<file path="src/hw/rtl/bsr_pkg.sv">
// Shared types and constants for the bisection square root block.
// Depends on nothing; every other file in hw/rtl imports it.
package bsr_pkg;

    localparam int DATA_W                 = 32;
    localparam int FRAC_W                 = 16;
    localparam int SQ_W                   = 2 * DATA_W;
    localparam int DEFAULT_MAX_ITERATIONS = 40;

    localparam logic [DATA_W-1:0] ONE_Q16 = 32'h0001_0000;

    typedef enum logic [1:0] {
        STATUS_CONVERGED = 2'd0,
        STATUS_EXACT     = 2'd1,
        STATUS_CAP       = 2'd2
    } bsr_status_t;

    typedef struct packed {
        logic [DATA_W-1:0] root;
        logic [DATA_W-1:0] low_bound;
        logic [DATA_W-1:0] high_bound;
        bsr_status_t       status;
    } bsr_result_t;

endpackage

</file>
<file path="src/hw/rtl/bsr_squarer.sv">
// Shared registered 32x32 squarer, Q16.16 in, Q32.32 out.
// Depends on bsr_pkg.
module bsr_squarer
    import bsr_pkg::*;
(
    input  logic              clk,
    input  logic              en,
    input  logic [DATA_W-1:0] x,
    output logic [SQ_W-1:0]   sq
);

    logic [SQ_W-1:0] sq_reg;

    always_ff @(posedge clk)
    begin
        if (en)
        begin
            sq_reg <= SQ_W'(x) * SQ_W'(x);
        end
    end

    assign sq = sq_reg;

endmodule

</file>
<file path="src/hw/rtl/bsr_seq.sv">
// Bisection sequencer: bounds, midpoint, tolerance compare and iteration count.
// Depends on bsr_pkg and drives one shared bsr_squarer.
module bsr_seq
    import bsr_pkg::*;
#(
    parameter int MAX_ITERATIONS = DEFAULT_MAX_ITERATIONS
)
(
    input  logic              clk,
    input  logic              rst_n,
    input  logic              in_valid,
    output logic              in_ready,
    input  logic [DATA_W-1:0] radicand,
    input  logic [DATA_W-1:0] tolerance,
    output logic              res_valid,
    input  logic              res_ready,
    output bsr_result_t       res
);

    localparam int CNT_W = $clog2(MAX_ITERATIONS + 1);

    typedef enum logic [1:0] {
        S_IDLE,
        S_SQUARE,
        S_CHECK,
        S_DONE
    } state_t;

    state_t            state_reg;
    logic              first_reg;
    logic [CNT_W-1:0]  count_reg;
    logic [DATA_W-1:0] radicand_reg;
    logic [DATA_W-1:0] tolerance_reg;
    logic [DATA_W-1:0] lo_reg;
    logic [DATA_W-1:0] hi_reg;
    logic [DATA_W-1:0] x_reg;
    bsr_status_t       status_reg;

    logic [SQ_W-1:0]   sq;
    logic [SQ_W-1:0]   target;
    logic [SQ_W-1:0]   limit;
    logic [SQ_W-1:0]   gap;
    logic              below;
    logic [DATA_W-1:0] lo_upd;
    logic [DATA_W-1:0] hi_upd;
    logic [DATA_W:0]   mid_sum;
    logic [DATA_W-1:0] hi_init;

    bsr_squarer u_squarer (
        .clk (clk),
        .en  (state_reg == S_SQUARE),
        .x   (x_reg),
        .sq  (sq)
    );

    always_comb
    begin
        target  = {{(SQ_W-DATA_W-FRAC_W){1'b0}}, radicand_reg, {FRAC_W{1'b0}}};
        limit   = {{(SQ_W-DATA_W-FRAC_W){1'b0}}, tolerance_reg, {FRAC_W{1'b0}}};
        below   = sq < target;
        gap     = below ? (target - sq) : (sq - target);
        lo_upd  = below ? x_reg : lo_reg;
        hi_upd  = below ? hi_reg : x_reg;
        mid_sum = {1'b0, lo_upd} + {1'b0, hi_upd};
        hi_init = (radicand > ONE_Q16) ? radicand : ONE_Q16;
    end

    always_ff @(posedge clk or negedge rst_n)
    begin
        if (!rst_n)
        begin
            state_reg     <= S_IDLE;
            first_reg     <= 1'b0;
            count_reg     <= '0;
            radicand_reg  <= '0;
            tolerance_reg <= '0;
            lo_reg        <= '0;
            hi_reg        <= '0;
            x_reg         <= '0;
            status_reg    <= STATUS_CONVERGED;
        end
        else
        begin
            case (state_reg)
                S_IDLE:
                begin
                    if (in_valid)
                    begin
                        radicand_reg  <= radicand;
                        tolerance_reg <= tolerance;
                        lo_reg        <= '0;
                        hi_reg        <= hi_init;
                        first_reg     <= 1'b1;
                        count_reg     <= '0;
                        if (radicand == '0)
                        begin
                            x_reg      <= '0;
                            status_reg <= STATUS_EXACT;
                            state_reg  <= S_DONE;
                        end
                        else
                        begin
                            x_reg     <= hi_init;
                            state_reg <= S_SQUARE;
                        end
                    end
                end
                S_SQUARE:
                begin
                    state_reg <= S_CHECK;
                end
                S_CHECK:
                begin
                    if (first_reg)
                    begin
                        first_reg <= 1'b0;
                        if (sq == target)
                        begin
                            status_reg <= STATUS_EXACT;
                            state_reg  <= S_DONE;
                        end
                        else
                        begin
                            x_reg     <= hi_reg >> 1;
                            state_reg <= S_SQUARE;
                        end
                    end
                    else if (gap <= limit)
                    begin
                        status_reg <= STATUS_CONVERGED;
                        state_reg  <= S_DONE;
                    end
                    else if (count_reg >= CNT_W'(MAX_ITERATIONS))
                    begin
                        status_reg <= STATUS_CAP;
                        state_reg  <= S_DONE;
                    end
                    else
                    begin
                        lo_reg    <= lo_upd;
                        hi_reg    <= hi_upd;
                        x_reg     <= mid_sum[DATA_W:1];
                        count_reg <= count_reg + CNT_W'(1);
                        state_reg <= S_SQUARE;
                    end
                end
                S_DONE:
                begin
                    if (res_ready)
                    begin
                        state_reg <= S_IDLE;
                    end
                end
                default:
                begin
                    state_reg <= S_IDLE;
                end
            endcase
        end
    end

    assign in_ready       = (state_reg == S_IDLE);
    assign res_valid      = (state_reg == S_DONE);
    assign res.root       = x_reg;
    assign res.low_bound  = lo_reg;
    assign res.high_bound = hi_reg;
    assign res.status     = status_reg;

endmodule

</file>
<file path="config.mk">
export PLATFORM = sky130hd
export DESIGN_NAME = bsr_seq
export DESIGN_NICKNAME = d
export VERILOG_FILES = /design/src/hw/rtl/bsr_pkg.sv /design/src/hw/rtl/bsr_squarer.sv /design/src/hw/rtl/bsr_seq.sv
export SDC_FILE = /design/constraint.sdc
export NUM_CORES = 2
export LEC_CHECK = 0
export BUFFER_PORTS_ARGS = -buffer_cell sky130_fd_sc_hd__buf_2
export CORE_MARGIN = 3
export CORE_UTILIZATION = 58
export CTS_CLUSTER_DIAMETER = 50
export DETAILED_ROUTE_END_ITERATION = 12
export GPL_ROUTABILITY_DRIVEN = 0
export PLACE_DENSITY_LB_ADDON = 0.12
export SYNTH_ARGS = -nofsm -noshare
export SYNTH_HDL_FRONTEND = slang
export SYNTH_SLANG_ARGS = --single-unit
export TNS_END_PERCENT = 1
</file>
<file path="constraint.sdc">
create_clock -name clk -period 10.55 [get_ports clk]
set_input_delay 1.055 -clock clk [delete_from_list [all_inputs] [get_ports clk]]
set_output_delay 1.055 -clock clk [all_outputs]
set_load 0.03 [all_outputs]
</file>
### After elaboration in Yosys (flattened, before gate mapping)

Cells that the tools add are included.

| cells by class | value |
|---|---|
| add/subtract/negate cells | 4 |
| $mul | 1 |
| $lt $le $gt $ge | 4 |
| eq/ne operators | 15 |
| multiplexer cells | 43 |
| reductions and logical operators | 9 |

Operator list:

| kind | count |
|---|---|
| $mux W32 | 17 |
| $pmux W32 S2 | 3 |
| $eq A64 B48 Y1 | 1 |
| $le A64 B48 Y1 | 1 |
| $lt A64 B48 Y1 | 1 |
| $mul A32 B32 Y64 | 1 |
| $mux W64 | 1 |
| $sub A48 B64 Y64 | 1 |
| $sub A64 B48 Y64 | 1 |
| $add A32 B32 Y33 | 1 |
| $gt A32 B17 Y1 const B | 1 |
| $logic_not A32 Y1 | 1 |
| $mux W2 | 13 |
| $mux W6 | 4 |
| $reduce_and A5 Y1 | 3 |
| $ne A3 B3 Y1 const B | 4 |
| $pmux W6 S2 | 1 |
| $ne A2 B2 Y1 const B | 4 |
| $pmux W2 S4 | 1 |
| $add A6 B1 Y6 const B | 1 |
| $ge A6 B6 Y1 const B | 1 |
| $reduce_and A2 Y1 | 3 |
| $eq A2 B2 Y1 const B | 2 |
| $ne A2 B1 Y1 const B | 2 |
| other kinds (7) | 7 |

| storage, ports and cells | value |
|---|---|
| flip-flop bits (word level) | 235 |
| bits of input ports | 68 |
| output and inout port bits | 100 |
| logic and storage cells | 86 |

### Longest topological paths before layout

| logic depth | value |
|---|---|
| word-level depth | 7 |
| gate-level depth with buffers | 32 |
| gate-level depth less buffers | 29 |

### Hierarchy

A second synthesis with hierarchy kept.

| unflattened totals | value |
|---|---|
| cells, all modules | 5324 |
| area, all modules | 46814.9 um^2 |

Modules (own cells, without submodules):

| module | times used | cells an instance | area each (um^2) | seq. area each (um^2) |
|---|---|---|---|---|
| bsr_squarer | 1 | 3284 | 31617.8 | 1891.8 |
| bsr_seq | 1 | 2040 | 15197.1 | 4279.1 |

### Least setup slack after synthesis

OpenSTA, ideal clock, no wires.

| timing | value |
|---|---|
| path type | flip-flop to flip-flop |
| start | register x_reg[13] |
| end | register u_squarer.sq_reg[62] (netlist: u_squarer.sq[62]), data pin |
| setup time | 0.265 ns |
| data arrival time | 8.171 ns |
| required time | 10.285 ns |
| setup slack | 2.114 ns |
| cell stages (with the launch flop) | 29 |
| path buffers | 3 |
| clock period less this slack | 8.436 ns |
| cells stage by stage | dfrtp_1 > clkbuf_1 > clkbuf_1 > clkbuf_1 > nand2_1 > fa_1 > inv_1 > fa_1 > fa_1 > inv_1 > fa_1 > inv_1 > fa_1 > inv_1 > fa_1 > inv_1 > fa_1 > fa_1 > ha_1 > and3_1 > nand4_1 > or2_2 > o31a_1 > o21ai_0 > nand2_1 > o311ai_0 > a41oi_1 > o21ai_0 > xor2_1 |

| on the way | value |
|---|---|
| longest elaborated chain between the ends | 1 |

Ends and longest elaborated chain:

| item | RTL line | source |
|---|---|---|
| from (decl) | bsr_seq.sv:36 | `logic [DATA_W-1:0] x_reg;` |
| from (signal assigned) | bsr_seq.sv:103 | `x_reg <= hi_init;` |
| from (signal assigned) | bsr_seq.sv:124 | `x_reg <= hi_reg >> 1;` |
| from (signal assigned) | bsr_seq.sv:142 | `x_reg <= mid_sum[DATA_W:1];` |
| $mul A32 B32 Y64 | bsr_squarer.sv:18 | `sq_reg <= SQ_W'(x) * SQ_W'(x);` |
| to (signal assigned) | bsr_squarer.sv:18 |  |
| to (decl) | bsr_squarer.sv:12 | `logic [SQ_W-1:0] sq_reg;` |

Every way passes these cells.
A chain may end at the register's enable or synchronous reset.

### Worst setup path in the final report

| timing | value |
|---|---|
| start | register u_squarer.sq_reg[38] (netlist: u_squarer.sq[38]) |
| end | register x_reg[12] |

| on the way | value |
|---|---|
| longest elaborated chain between the ends | 7 |
| elaborated cells between the ends (all ways) | 16 |
| classes of those cells | 3 x add/sub; 2 x order compare; 3 x eq/ne; 7 x mux; 1 x reduce/logical |

Ends and longest elaborated chain:

| item | RTL line | source |
|---|---|---|
| $lt A64 B48 Y1 | bsr_seq.sv:60 | `below = sq < target;` |
| $mux W32 (on tied branches) | bsr_seq.sv:62, bsr_seq.sv:63 |  |
| $add A32 B32 Y33 | bsr_seq.sv:64 | `mid_sum = {1'b0, lo_upd} + {1'b0, hi_upd};` |
| $mux W32 | bsr_seq.sv:133 | `else if (count_reg >= CNT_W'(MAX_ITERATIONS))` |
| $mux W32 | bsr_seq.sv:128 | `else if (gap <= limit)` |
| $mux W32 | bsr_seq.sv:114 | `if (first_reg)` |
| $pmux W32 S2 | bsr_seq.sv:84 | `case (state_reg)` |

Several ways; a longest one is shown, not always the timed one. The select of a mux whose other input is x is not followed.

==> out/results.ini <==
[sta]
slew_viol_final=0
skew_ns=0.0278
period_share=0.912
tightest_slew_ns=1.09
finalHoldViolations=0
final.setup.tns_ns=0
setup_violations=0
post-route-min-period_ns=9.63
relSlewSlack=0.271
fmax_mhz=104
grt_setup_unrepaired=false

[drt]
route.detailed.wl_per_inst_um=22.0
drc_errors=0
via_count=36887
post_drt_via_cell_ratio=5.83
ant_nets=0
drt_wl_total_mm=139
drt_iter0_drc=3543
first_pass_iters=6

[clocking]
cts_buffer_depth=3
clk_latency_ns=0.56
cts_resized=0
cts_tree=yes
post_cts.repair.setup_buffers=0
path_clk_slew_ns=0.07
cts-hold-fix-buffers=0
numCtsBuffers=34
cts.htree.levels=2
clkSinkCount=234
clock_tree.root_cell=clkbuf_16

[floorplan]
coreArea_mm2=0.0793
die_w_um=289
ioPinCount=168
die_area_mm2=0.0837
dieHeight_um=289
start_util=0.587
num_rows=103

[worst_setup_path]
worst-r2r-cell-count=26
rr_startpoint=u_squarer.sq[38]$_DFFE_PP_
rr_endpoint=x_reg[12]$_DFFE_PN0P_
cp-endpoint=x_reg[12]$_DFFE_PN0P_
crit_type=flop to flop
cp_data_required_time_ns=10.94
critPathTopFamily=simple AND/OR/NAND/NOR gates
cp_num_buf_inv=1
cp_slowest_cell=nor2_2
cp-start-kind=flop
crit_start=u_squarer.sq[38]$_DFFE_PP_
r2r_setup_slack_ns=0.92
cp.arrival_ns=10.02
endpoint_kind=flop
path_depth=26
crit_path_max_incr_delay_ns=0.65
critical_path.max_fanout=42

[synthesis]
async_flop_share=0.731
yosysWarnings=0
ys_seq_elements=234
synth_ff_type=dfrtp_1
syn-num-nets=6513
ys_types=89
synthCells=5220
ys_seq_area_frac=0.133
syn_avg_cell_area_um2=8.91
synth_edf_count=63
synth_area_mm2=0.0465

[layout]
n_antenna_cell=0
num-fill-cells=6912
area_growth_pct=6.18
largest_reg_flops=63
drive_gt1_frac=0.0739
fin_nets=6542

[global_routing]
grtUsageTotal=0.340
first_global_vias=37987
grt_max_degree=82
overflow=0
antenna_found_initial=1
grt_first_pass_wirelength_mm=217

[status]
status=finished, final reports clean

[job]
cap_violations=0

[placed_design]
io_buffers=167
hpwl_mm=111

[min_path]
hp-class=flop to flop

## worst min path at each step
stage	startpoint	to	slack, ns	cells past startpoint
detailed placement	count_reg[5]$_DFFE_PN0P_	count_reg[5]$_DFFE_PN0P_	0.46	2
global route	count_reg[5]$_DFFE_PN0P_	count_reg[5]$_DFFE_PN0P_	0.51	2
CTS	count_reg[5]$_DFFE_PN0P_	count_reg[5]$_DFFE_PN0P_	0.48	2
finish	count_reg[5]$_DFFE_PN0P_	count_reg[5]$_DFFE_PN0P_	0.47	2
floorplan	count_reg[5]$_DFFE_PN0P_	count_reg[5]$_DFFE_PN0P_	0.44	2
global placement	count_reg[5]$_DFFE_PN0P_	count_reg[5]$_DFFE_PN0P_	0.45	2
## area by class of cell
class                   count  area, um^2  area share
clock buffers              38         866      0.0175
clock inverters            24         259     0.00524
inverters                1117        4190      0.0849
multi-input cells        3631       35300       0.714
flip-flops and latches    234        6170       0.125
well taps                1050        1310      0.0266
repair buffers            231        1340      0.0271
## per-stage QoR
| stage | cells | instance area, um^2 | setup WS, ns | hold slack [ns] | util |
|---|---|---|---|---|---|
| 6_report | 6325 | 49400 | 0.924 | 0.474 | 0.623 |
| 5_1_grt | 6325 | 49400 | 0.416 | 0.507 | 0.623 |
| 4_1_cts | 6325 | 49400 | 1.14 | 0.475 | 0.623 |
| 3_5_place_dp | 6263 | 48300 | 1.22 | 0.460 | 0.609 |
| 3_3_place_gp | 6263 | 48300 | 1.06 | 0.455 | 0.609 |
| 2_1_floorplan | 5220 | 46500 | 2.11 | 0.437 | - |
## placed cells by master (no fill, tap or decap), types with 73 or more instances in the layout
master,count
xor2_1,73
inv_1,1116
xnor2_1,83
buf_2,166
nor2_1,173
a21o_1,85
a21oi_1,217
dfrtp_1,170
ha_1,431
o21ai_0,266
nand2_1,576
fa_1,794
and2_1,268
## worst min-delay path, stage by stage (launching register included)
cell and delay, ns:
dfrtp_1 0.34, nand2_1 0.05, o41ai_1 0.06
## cells in the mapped netlist, types with 7 or more instances
cell type / count / area share
xor2_1: 73 / 0.014
o21a_1: 24 / 0.0039
clkbuf_1: 201 / 0.016
buf_2: 14 / 0.0015
a21boi_0: 21 / 0.0034
a21oi_1: 217 / 0.023
nand2_1: 578 / 0.047
nand3_1: 40 / 0.0043
fa_1: 794 / 0.34
edfxtp_1: 63 / 0.041
a22oi_1: 14 / 0.0023
or3_1: 13 / 0.0017
ha_1: 431 / 0.12
nand2b_1: 18 / 0.0024
mux2_2: 30 / 0.0073
xnor2_1: 83 / 0.016
a211oi_1: 23 / 0.0037
or2_2: 17 / 0.0023
and3_1: 16 / 0.0022
nand4_1: 44 / 0.0059
o31ai_1: 16 / 0.0026
buf_1: 20 / 0.0016
nor2b_1: 32 / 0.0043
mux2_4: 10 / 0.0032
mux2i_1: 30 / 0.0065
a21o_1: 86 / 0.014
nor4_1: 22 / 0.0030
nor3_1: 44 / 0.0047
and4_1: 7 / 0.0013
dfrtp_1: 171 / 0.092
a2111oi_0: 8 / 0.0015
a31oi_1: 24 / 0.0032
o21bai_1: 36 / 0.0058
a31o_2: 29 / 0.0055
o31a_1: 7 / 0.0013
o211ai_1: 14 / 0.0023
a221oi_1: 16 / 0.0030
inv_1: 1116 / 0.090
nor2_1: 174 / 0.014
o21ai_0: 266 / 0.029
and2_1: 268 / 0.036
## cells by family (layout without fill, tap and decap cells)
| kind of cell | count (synthesis) | in the layout | synth area share |
|---|---|---|---|
| xor+xnor | 156 | 156 | 0.0294 |
| simple gates | 1301 | 1301 | 0.134 |
| fa+ha+maj | 1225 | 1225 | 0.458 |
| mux | 72 | 72 | 0.0174 |
| buf+inv | 1355 | 1410 | 0.110 |
| flops | 234 | 234 | 0.133 |
| compound gates | 877 | 877 | 0.119 |
## layer usage
| metal | share of wire | up-vias | global-route usage | wire, um |
|---|---|---|---|---|
| li1 | - | 16557 | - | - |
| met1 | 0.40 | 18296 | 0.460 | 55700 |
| met2 | 0.46 | 1690 | 0.549 | 63700 |
| met3 | 0.091 | 344 | 0.0576 | 12700 |
| met4 | 0.048 | 0 | 0.135 | 6720 |
| met5 | 0 | - | 0 | 0 |
Power is not shown: default switching activity piles up to over one toggle a cycle in this logic, so the estimate is an artifact.
